`src/rtl/core/xcs_pkg.sv`:
```
package xcs_pkg;

  localparam int unsigned BlockBytes = 128;
  localparam int unsigned FrameWords = (BlockBytes + 4) / 4;
  localparam int unsigned FillW      = $clog2(BlockBytes + 1);
  localparam int unsigned WordW      = $clog2(FrameWords);
  localparam int unsigned RowDepth   = BlockBytes / 4;
  localparam int unsigned RowW       = $clog2(RowDepth);

  localparam logic [7:0] RetryLimitRst = 8'd16;
  localparam logic [7:0] BlockNumRst   = 8'd1;

  localparam logic [7:0] ByteSoh = 8'h01;
  localparam logic [7:0] ByteEot = 8'h04;
  localparam logic [7:0] ByteAck = 8'h06;
  localparam logic [7:0] ByteNak = 8'h15;
  localparam logic [7:0] ByteCan = 8'h18;

  typedef enum logic [1:0] {
    KindImage   = 2'd0,
    KindEnd     = 2'd1,
    KindResp    = 2'd2,
    KindTimeout = 2'd3
  } kind_e;

  typedef enum logic [2:0] {
    StatSending  = 3'd0,
    StatFinished = 3'd1,
    StatNakLimit = 3'd2,
    StatCanceled = 3'd3,
    StatTimeout  = 3'd4,
    StatPhase    = 3'd5
  } status_e;

  typedef enum logic [2:0] {
    StFill,
    StWait,
    StDone,
    StFail,
    StRead,
    StPush
  } state_e;

  typedef struct packed {
    logic    wr_byte;
    logic    start_frame;
    logic    final_blk;
    logic    clr_block;
    logic    dec_resend;
    logic    clr_final;
    logic    word_clr;
    logic    read_en;
    logic    push_frame;
    logic    push_status;
    logic    eot;
    status_e status;
  } cmd_t;

  typedef struct packed {
    logic fill_last;
    logic fill_empty;
    logic final_pending;
    logic resends_zero;
    logic word_last;
    logic out_busy;
    logic can_load;
  } stat_t;

endpackage

```
`src/rtl/core/xcs_ctrl.sv`:
```
module xcs_ctrl (
  input  logic                clk_i,
  input  logic                rst_ni,
  input  logic                in_valid_i,
  input  logic [1:0]          in_kind_i,
  input  logic [7:0]          in_byte_value_i,
  output logic                in_stall_o,
  input  xcs_pkg::stat_t      stat_i,
  output xcs_pkg::cmd_t       cmd_o
);

  xcs_pkg::state_e state_q, state_d;
  xcs_pkg::kind_e  kind;
  logic            idle;
  logic            acc;

  assign kind       = xcs_pkg::kind_e'(in_kind_i);
  assign idle       = state_q inside {xcs_pkg::StFill, xcs_pkg::StWait,
                                      xcs_pkg::StDone, xcs_pkg::StFail};
  assign in_stall_o = !idle || stat_i.out_busy;
  assign acc        = in_valid_i && !in_stall_o;

  always_ff @(posedge clk_i or negedge rst_ni) begin
    if (!rst_ni) begin
      state_q <= xcs_pkg::StFill;
    end else begin
      state_q <= state_d;
    end
  end

  always_comb begin
    state_d = state_q;
    case (state_q)
      xcs_pkg::StFill: begin
        if (acc) begin
          case (kind)
            xcs_pkg::KindImage: begin
              if (stat_i.fill_last) state_d = xcs_pkg::StRead;
            end
            xcs_pkg::KindEnd: begin
              state_d = stat_i.fill_empty ? xcs_pkg::StDone : xcs_pkg::StRead;
            end
            default: state_d = state_q;
          endcase
        end
      end
      xcs_pkg::StWait: begin
        if (acc) begin
          if (kind == xcs_pkg::KindTimeout) begin
            state_d = xcs_pkg::StFail;
          end else if (kind == xcs_pkg::KindResp) begin
            case (in_byte_value_i)
              xcs_pkg::ByteAck: begin
                state_d = stat_i.final_pending ? xcs_pkg::StDone : xcs_pkg::StFill;
              end
              xcs_pkg::ByteNak: begin
                state_d = stat_i.resends_zero ? xcs_pkg::StFail : xcs_pkg::StRead;
              end
              xcs_pkg::ByteCan: state_d = xcs_pkg::StFail;
              default:          state_d = state_q;
            endcase
          end
        end
      end
      xcs_pkg::StRead: state_d = xcs_pkg::StPush;
      xcs_pkg::StPush: begin
        if (stat_i.can_load) begin
          state_d = stat_i.word_last ? xcs_pkg::StWait : xcs_pkg::StRead;
        end
      end
      default: state_d = state_q;
    endcase
  end

  always_comb begin
    cmd_o        = '0;
    cmd_o.status = xcs_pkg::StatSending;
    case (state_q)
      xcs_pkg::StFill: begin
        if (acc) begin
          case (kind)
            xcs_pkg::KindImage: begin
              cmd_o.wr_byte = 1'b1;
              if (stat_i.fill_last) begin
                cmd_o.start_frame = 1'b1;
                cmd_o.word_clr    = 1'b1;
              end
            end
            xcs_pkg::KindEnd: begin
              if (stat_i.fill_empty) begin
                cmd_o.push_status = 1'b1;
                cmd_o.eot         = 1'b1;
                cmd_o.status      = xcs_pkg::StatFinished;
              end else begin
                cmd_o.start_frame = 1'b1;
                cmd_o.final_blk   = 1'b1;
                cmd_o.word_clr    = 1'b1;
              end
            end
            default: begin
              cmd_o.push_status = 1'b1;
              cmd_o.status      = xcs_pkg::StatPhase;
            end
          endcase
        end
      end
      xcs_pkg::StWait: begin
        if (acc) begin
          case (kind)
            xcs_pkg::KindTimeout: begin
              cmd_o.push_status = 1'b1;
              cmd_o.status      = xcs_pkg::StatTimeout;
            end
            xcs_pkg::KindResp: begin
              case (in_byte_value_i)
                xcs_pkg::ByteAck: begin
                  cmd_o.clr_block   = 1'b1;
                  cmd_o.push_status = 1'b1;
                  if (stat_i.final_pending) begin
                    cmd_o.clr_final = 1'b1;
                    cmd_o.eot       = 1'b1;
                    cmd_o.status    = xcs_pkg::StatFinished;
                  end
                end
                xcs_pkg::ByteNak: begin
                  if (stat_i.resends_zero) begin
                    cmd_o.push_status = 1'b1;
                    cmd_o.status      = xcs_pkg::StatNakLimit;
                  end else begin
                    cmd_o.dec_resend = 1'b1;
                    cmd_o.word_clr   = 1'b1;
                  end
                end
                xcs_pkg::ByteCan: begin
                  cmd_o.push_status = 1'b1;
                  cmd_o.status      = xcs_pkg::StatCanceled;
                end
                default: cmd_o.push_status = 1'b0;
              endcase
            end
            default: begin
              cmd_o.push_status = 1'b1;
              cmd_o.status      = xcs_pkg::StatPhase;
            end
          endcase
        end
      end
      xcs_pkg::StDone, xcs_pkg::StFail: begin
        if (acc) begin
          cmd_o.push_status = 1'b1;
          cmd_o.status      = xcs_pkg::StatPhase;
        end
      end
      xcs_pkg::StRead: cmd_o.read_en = 1'b1;
      xcs_pkg::StPush: cmd_o.push_frame = stat_i.can_load;
      default: cmd_o.read_en = 1'b0;
    endcase
  end

endmodule

```
`src/rtl/core/xcs_datapath.sv`:
```
module xcs_datapath (
  input  logic               clk_i,
  input  logic               rst_ni,
  input  logic               cfg_valid_i,
  input  logic [7:0]         cfg_retry_limit_i,
  input  logic [7:0]         in_byte_value_i,
  input  xcs_pkg::cmd_t      cmd_i,
  output xcs_pkg::stat_t     stat_o,
  output logic               out_valid_o,
  input  logic               out_stall_i,
  output logic [31:0]        out_frame_word_o,
  output logic [2:0]         out_byte_count_o,
  output logic               out_burst_end_o,
  output logic [2:0]         out_status_o
);

  localparam int unsigned FillW = xcs_pkg::FillW;
  localparam int unsigned WordW = xcs_pkg::WordW;
  localparam int unsigned RowW  = xcs_pkg::RowW;

  logic [7:0]       retry_q;
  logic [FillW-1:0] fill_q, fill_d;
  logic [7:0]       sum_q, sum_d;
  logic [7:0]       bn_q, bn_d;
  logic [7:0]       resends_q, resends_d;
  logic             final_q, final_d;
  logic [WordW-1:0] word_q, word_d;
  logic [WordW-1:0] word_m1;
  logic [RowW-1:0]  rd_row [4];
  logic [7:0]       rdata_q [4];
  logic [7:0]       dat [4];
  logic [FillW-1:0] idx [4];
  logic [31:0]      frame_word;
  logic             word_first;

  logic             out_valid_q;
  logic [31:0]      out_word_q;
  logic [2:0]       out_count_q;
  logic             out_end_q;
  logic [2:0]       out_status_q;

  assign word_m1   = word_q - WordW'(1);
  assign rd_row[0] = word_q[RowW-1:0];
  assign idx[0]    = FillW'({word_q, 2'b00});

  for (genvar b = 1; b < 4; b++) begin : g_row
    assign rd_row[b] = word_m1[RowW-1:0];
    assign idx[b]    = FillW'({word_m1, 2'(b)});
  end

  for (genvar b = 0; b < 4; b++) begin : g_bank
    logic [7:0] mem [xcs_pkg::RowDepth];

    always_ff @(posedge clk_i) begin
      if (cmd_i.wr_byte && (fill_q[1:0] == 2'(b))) begin
        mem[fill_q[RowW+1:2]] <= in_byte_value_i;
      end
      if (cmd_i.read_en) begin
        rdata_q[b] <= mem[rd_row[b]];
      end
    end

    assign dat[b] = (idx[b] < fill_q) ? rdata_q[b] : 8'h00;
  end

  assign word_first = (word_q == '0);

  always_comb begin
    frame_word[7:0]   = word_first ? xcs_pkg::ByteSoh : dat[1];
    frame_word[15:8]  = word_first ? bn_q : dat[2];
    frame_word[23:16] = word_first ? ~bn_q : dat[3];
    frame_word[31:24] = stat_o.word_last ? sum_q : dat[0];
  end

  always_comb begin
    fill_d    = fill_q;
    sum_d     = sum_q;
    bn_d      = bn_q;
    resends_d = resends_q;
    final_d   = final_q;
    word_d    = word_q;
    if (cmd_i.wr_byte) begin
      fill_d = fill_q + FillW'(1);
      sum_d  = sum_q + in_byte_value_i;
    end
    if (cmd_i.start_frame) begin
      resends_d = retry_q;
      final_d   = cmd_i.final_blk;
    end
    if (cmd_i.clr_block) begin
      fill_d = '0;
      sum_d  = '0;
      bn_d   = bn_q + 8'd1;
    end
    if (cmd_i.clr_final)  final_d   = 1'b0;
    if (cmd_i.dec_resend) resends_d = resends_q - 8'd1;
    if (cmd_i.word_clr)   word_d    = '0;
    if (cmd_i.push_frame) word_d    = stat_o.word_last ? '0 : word_q + WordW'(1);
  end

  always_ff @(posedge clk_i or negedge rst_ni) begin
    if (!rst_ni) begin
      retry_q   <= xcs_pkg::RetryLimitRst;
      fill_q    <= '0;
      sum_q     <= '0;
      bn_q      <= xcs_pkg::BlockNumRst;
      resends_q <= xcs_pkg::RetryLimitRst;
      final_q   <= 1'b0;
      word_q    <= '0;
    end else begin
      if (cfg_valid_i) retry_q <= cfg_retry_limit_i;
      fill_q    <= fill_d;
      sum_q     <= sum_d;
      bn_q      <= bn_d;
      resends_q <= resends_d;
      final_q   <= final_d;
      word_q    <= word_d;
    end
  end

  always_ff @(posedge clk_i or negedge rst_ni) begin
    if (!rst_ni) begin
      out_valid_q <= 1'b0;
    end else if (cmd_i.push_frame || cmd_i.push_status) begin
      out_valid_q <= 1'b1;
    end else if (!out_stall_i) begin
      out_valid_q <= 1'b0;
    end
  end

  always_ff @(posedge clk_i) begin
    if (cmd_i.push_frame) begin
      out_word_q   <= frame_word;
      out_count_q  <= 3'd4;
      out_end_q    <= stat_o.word_last;
      out_status_q <= xcs_pkg::StatSending;
    end else if (cmd_i.push_status) begin
      out_word_q   <= cmd_i.eot ? {24'h0, xcs_pkg::ByteEot} : 32'h0;
      out_count_q  <= cmd_i.eot ? 3'd1 : 3'd0;
      out_end_q    <= 1'b1;
      out_status_q <= cmd_i.status;
    end
  end

  assign stat_o.fill_last     = (fill_q == FillW'(xcs_pkg::BlockBytes - 1));
  assign stat_o.fill_empty    = (fill_q == '0);
  assign stat_o.final_pending = final_q;
  assign stat_o.resends_zero  = (resends_q == '0);
  assign stat_o.word_last     = (word_q == WordW'(xcs_pkg::FrameWords - 1));
  assign stat_o.out_busy      = out_valid_q;
  assign stat_o.can_load      = !out_valid_q || !out_stall_i;

  assign out_valid_o      = out_valid_q;
  assign out_frame_word_o = out_word_q;
  assign out_byte_count_o = out_count_q;
  assign out_burst_end_o  = out_end_q;
  assign out_status_o     = out_status_q;

  a_fill_range: assert property (@(posedge clk_i) disable iff (!rst_ni)
    fill_q <= FillW'(xcs_pkg::BlockBytes))
    else $error("fill count past block size");

  a_word_range: assert property (@(posedge clk_i) disable iff (!rst_ni)
    word_q <= WordW'(xcs_pkg::FrameWords - 1))
    else $error("frame word index out of range");

  a_push_room: assert property (@(posedge clk_i) disable iff (!rst_ni)
    cmd_i.push_frame |-> (!out_valid_q || !out_stall_i))
    else $error("frame word overwrites pending result");

  a_status_room: assert property (@(posedge clk_i) disable iff (!rst_ni)
    cmd_i.push_status |-> !out_valid_q)
    else $error("status result overwrites pending result");

  a_push_excl: assert property (@(posedge clk_i) disable iff (!rst_ni)
    !(cmd_i.push_frame && cmd_i.push_status))
    else $error("two result sources at once");

endmodule

```
`src/rtl/core/xmodem_checksum_sender.sv`:
```
// Channel | Direction | Handshake          | Payload
// in      | input     | in_valid / stall   | kind, byte_value
// out     | output    | out_valid / stall  | frame_word, byte_count, burst_end, status
// cfg     | input     | cfg_valid / ready  | retry_limit
//
// An input word is taken while in_stall_o is low; in_stall_o stays high while a result
// waits in the output register and while a frame is being sent.
// A frame is 33 words, each a buffer bank read (StRead) then an output load (StPush);
// the load waits while out_stall_i holds a pending result in the output register.
// The block buffer is four byte banks, one read per bank per frame word.
// rst_ni clears all control state at once; no clearing pass over the buffer.
module xmodem_checksum_sender (
  input  logic        clk_i,
  input  logic        rst_ni,
  input  logic        cfg_valid_i,
  output logic        cfg_ready_o,
  input  logic [7:0]  cfg_retry_limit_i,
  input  logic        in_valid_i,
  output logic        in_stall_o,
  input  logic [1:0]  in_kind_i,
  input  logic [7:0]  in_byte_value_i,
  output logic        out_valid_o,
  input  logic        out_stall_i,
  output logic [31:0] out_frame_word_o,
  output logic [2:0]  out_byte_count_o,
  output logic        out_burst_end_o,
  output logic [2:0]  out_status_o
);

  xcs_pkg::cmd_t  cmd;
  xcs_pkg::stat_t stat;

  assign cfg_ready_o = 1'b1;

  xcs_ctrl u_ctrl (
    .clk_i           (clk_i),
    .rst_ni          (rst_ni),
    .in_valid_i      (in_valid_i),
    .in_kind_i       (in_kind_i),
    .in_byte_value_i (in_byte_value_i),
    .in_stall_o      (in_stall_o),
    .stat_i          (stat),
    .cmd_o           (cmd)
  );

  xcs_datapath u_datapath (
    .clk_i             (clk_i),
    .rst_ni            (rst_ni),
    .cfg_valid_i       (cfg_valid_i),
    .cfg_retry_limit_i (cfg_retry_limit_i),
    .in_byte_value_i   (in_byte_value_i),
    .cmd_i             (cmd),
    .stat_o            (stat),
    .out_valid_o       (out_valid_o),
    .out_stall_i       (out_stall_i),
    .out_frame_word_o  (out_frame_word_o),
    .out_byte_count_o  (out_byte_count_o),
    .out_burst_end_o   (out_burst_end_o),
    .out_status_o      (out_status_o)
  );

endmodule

```
`config.mk`:
```
export PLATFORM = sky130hd
export DESIGN_NAME = xmodem_checksum_sender
export DESIGN_NICKNAME = d
export VERILOG_FILES = /design/src/rtl/core/xcs_pkg.sv /design/src/rtl/core/xcs_ctrl.sv /design/src/rtl/core/xcs_datapath.sv /design/src/rtl/core/xmodem_checksum_sender.sv
export SDC_FILE = /design/constraint.sdc
export NUM_CORES = 1
export LEC_CHECK = 0
export BUFFER_PORTS_ARGS = -buffer_cell sky130_fd_sc_hd__clkbuf_2
export CELL_PAD_IN_SITES_DETAIL_PLACEMENT = 0
export CELL_PAD_IN_SITES_GLOBAL_PLACEMENT = 1
export CORE_ASPECT_RATIO = 2
export CORE_MARGIN = 2
export CORE_UTILIZATION = 45
export CTS_BUF_LIST = sky130_fd_sc_hd__clkbuf_2
export CTS_CLUSTER_SIZE = 40
export DETAILED_ROUTE_END_ITERATION = 10
export GPL_TIMING_DRIVEN = 0
export PLACE_DENSITY = 0.65
export RECOVER_POWER = 25
export SLEW_MARGIN = 20
export SYNTH_ARGS = -nofsm -noshare
export SYNTH_HDL_FRONTEND = slang
export SYNTH_SLANG_ARGS = --single-unit
export TNS_END_PERCENT = 30
```
`constraint.sdc`:
```
create_clock -name clk_i -period 4.9 [get_ports clk_i]
set_input_delay 0 -clock clk_i [delete_from_list [all_inputs] [get_ports clk_i]]
set_output_delay 0 -clock clk_i [all_outputs]
set_load 0.01 [all_outputs]
```
==> results_dict.tcl <==
set metrics [dict create \
    synth_nets 2337 \
    worstSetupPathType "flip-flop to flip-flop" \
    p_switching_mw 10.12 \
    io_pins 65 \
    synth_fa_ha_area_frac 0.008378 \
    root_buffer "clkbuf_2" \
    drc_errors 0 \
    setup_viol 0 \
    synth_top_area_cell "edfxtp_1" \
    cp_slowest_stage_delay_ns 0.59 \
    synth.top_cell.area_share 0.7155 \
    whs_ns 0.2840 \
    ir_drop_uv 316.9 \
    die_y_um 454.7 \
    fin_skew_ns 0.1217 \
    rsz0062_at_grt "no" \
    port-buffer-count 61 \
    start_util 0.4527 \
    hold_viol 0 \
    min_period_ns 4.702 \
    rrSetupSlack_ns 0.20 \
    tns_ns 0 \
    synthMuxAreaShare 0.1574 \
    cts.sinks 1145 \
    grt_pass1_vias 25580 \
    power.internal_mw 18.02 \
    dr.pass1.iters 7 \
    start_kind "flip-flop" \
    yosys.area_share.simple 0.03885 \
    status "finished, violations left" \
    worstMarginPinSlew_ns 3.024 \
    ys_async_sr_fraction 0.04454 \
    p_leak_nw 16.67 \
    synth-xor-area-share 0.004216 \
    clockBufferDepth 3 \
    cts_max_level 4 \
    pwr-share-comb 0.388 \
    ys_top_cells_by_count "1,089 x edfxtp_1, 272 x mux4_2, 182 x nor2_1" \
    ys_types 73 \
    area_delta_synth_final_pct 11.49 \
    rows 165 \
    violations "max-capacitance violations, max-slew violations" \
    arrival_ns 5.97 \
    grt_use_total 0.2429 \
    place_hpwl_mm 87.35 \
    cp_max_fo 19 \
    syn_inst 2284 \
    die_w_um 229.3 \
    setup_ws_ns 0.1980 \
    grt_overflow 0 \
    vias 23610 \
    grt_max_degree 114 \
    synthFlopType "edfxtp_1" \
    wl_per_cell_um 29.61 \
    synth_compound_area_frac 0.02691 \
    final_util 0.5047 \
    max_freq_mhz 212.7 \
    ys_ff_latch 1145 \
    path_cells "buf_6 > buf_12 > buf_6 > buf_4 > inv_1 > ha_1 > clkbuf_1 > clkbuf_1 > mux4_2 > mux4_2 > mux2_2" \
    maxCapViolations 6 \
    clk_pin_slew_ns 0.12 \
    grt_pass1_wl_mm 176.8 \
    cpMaxStageDelayCell "clkbuf_1" \
    ant_nets 0 \
    synth_area_leaders "edfxtp_1 72%, mux4_2 13%, dfrtp_1 2.6%" \
    sw_frac_of_total 0.3598 \
    min_period_over_period 0.9596 \
    required_ns 6.17 \
    setup.worst_path.end_class "flip-flop" \
    slew_headroom -1.016 \
    grt_antenna_before_repair 1 \
    synth_edf_count 1089 \
    num-nets-final 2730 \
    seq_area_frac_synth 0.7457 \
    final_layout_size_suffix_gt1_frac 0.2862 \
    avgSynthCellArea_um2 20.01 \
    cellPowerDensity_mw_per_mm2 552.2 \
    synth_top_family_by_area "multiplexers" \
    power.share.clock 0.201 \
    slew_viol_final 365 \
    vias_per_cell 5.628 \
    cts_tree "done" \
    pre_cts_ws_ns -0.7460 \
    coreArea_mm2 0.1010 \
    insertion_delay_ns 1.58 \
    cts_buffers 235 \
    dr.first_iter.drc_count 1654 \
    yosysMostFrequentCell "edfxtp_1" \
    wl_mm 124.2 \
    synth_area_mm2 0.04570 \
    die-area_mm2 0.1043 \
    place.gp.congestion 0.8778 \
    hold_path.class "input port to flip-flop" \
    seq_power_share 0.411 \
    yosys_warnings 0 \
]
## worst paths after layout
check                                          startpoint  depth (start not counted)                             end
setup / recovery                     u_datapath.word_q[0]                         11        u_datapath.rdata_q[2][5]
hold / removal                                out_stall_i                          8               u_ctrl.state_q[1]
setup reg to reg                     u_datapath.word_q[0]                         11        u_datapath.rdata_q[2][5]
hold reg to reg            u_datapath.out_byte_count_o[0]                          1  u_datapath.out_byte_count_o[0]
max in group asynchronous                          rst_ni                          6            u_datapath.word_q[3]
min in group asynchronous                          rst_ni                          6           u_datapath.retry_q[5]
## final cells by class
type | instances | area, um^2
well taps | 1336 | 1672
clock buffers | 328 | 1642
diodes | 1 | 2.502
flip-flops and latches | 1145 | 34080
inverters | 30 | 112.6
plain buffers | 119 | 744.5
fillers | 8238 | 50000
clock inverters | 90 | 467.9
repair buffers | 157 | 1381
multi-input cells | 989 | 10850
## flip-flops by register name (all words and copies together) (netlist names), 3 cells and up
register                     cells
u_ctrl.state_q                   3
u_datapath.bn_q                  8
u_datapath.fill_q                8
u_datapath.g_bank.mem         1024
u_datapath.out_frame_word_o     32
u_datapath.out_status_o          3
u_datapath.rdata_q              32
u_datapath.resends_q             8
u_datapath.retry_q               8
u_datapath.sum_q                 8
u_datapath.word_q                6
## repair_timing
action,in CTS,in global routing
buffers inserted,0,0
setup endpoints to repair,47,0
gates resized for setup,18,0
hold buffers,83,0
endpoints found under the hold margin,1464,0
## cells by family (layout without fill, tap and decap cells)
kind of cell	Yosys count	after routing
adders and majority gates	30	30
buffers and inverters	150	724
muxes	361	361
and+or+nand+nor	389	389
other	2	3
xor gates and xnor gates	22	22
AOI/OAI and AO/OA	185	185
DFF	1145	1145
## placed cells by master, fill, tap and decap left out, drive strengths merged, types with 19 or more instances in the layout
| cell | synthesis | layout |
|---|---|---|
| edfxtp | 1089 | 1089 |
| clkbuf | 53 | 448 |
| mux4 | 280 | 280 |
| nor2 | 182 | 182 |
| nand2 | 85 | 85 |
| clkinv | 1 | 85 |
| buf | 67 | 80 |
| dlygate4sd3 | 0 | 75 |
| a21oi | 50 | 50 |
| dfrtp | 48 | 48 |
| mux2i | 42 | 42 |
| mux2 | 39 | 39 |
| o21ai | 34 | 34 |
| inv | 29 | 30 |
| ha | 29 | 29 |
| nor2b | 20 | 20 |
| nand3 | 19 | 19 |
## worst max-delay path: cells and delay by family (launching register included)
family	cells	cell delay (ns)
buffers and inverters	7	2.16
multiplexers	3	1.34
flip-flops	1	0.47
adder cells (fa/ha/maj)	1	0.46
## per-stage QoR
step | cells | area [um^2] | power (mW)
floorplan | 2284 | 45700 | 18.47
global placement | 3681 | 47680 | 22.57
detailed placement | 3694 | 48060 | 22.71
CTS | 4194 | 51150 | 28.46
global route | 4195 | 50950 | 29.19
finish | 4195 | 50950 | 28.14
## routing by layer
layer  track usage  up-vias  share of wire
li1              -    10250              -
met1        0.2293    12300           0.31
met2        0.4747      781           0.58
met3       0.05167      279          0.048
met4        0.1406        0          0.062
met5             0        -              0
## power groups by stage
stage	combinational [mW]	sequential, mW	clock (mW)
final	10.9	11.6	5.66
after global routing	11.4	11.6	6.22
after CTS	11.1	11.6	5.82
after detailed placement	10.9	11.8	0
after global placement	10.7	11.8	0
after floorplan	6.73	11.7	0
Power figures use the tool's default switching activity.
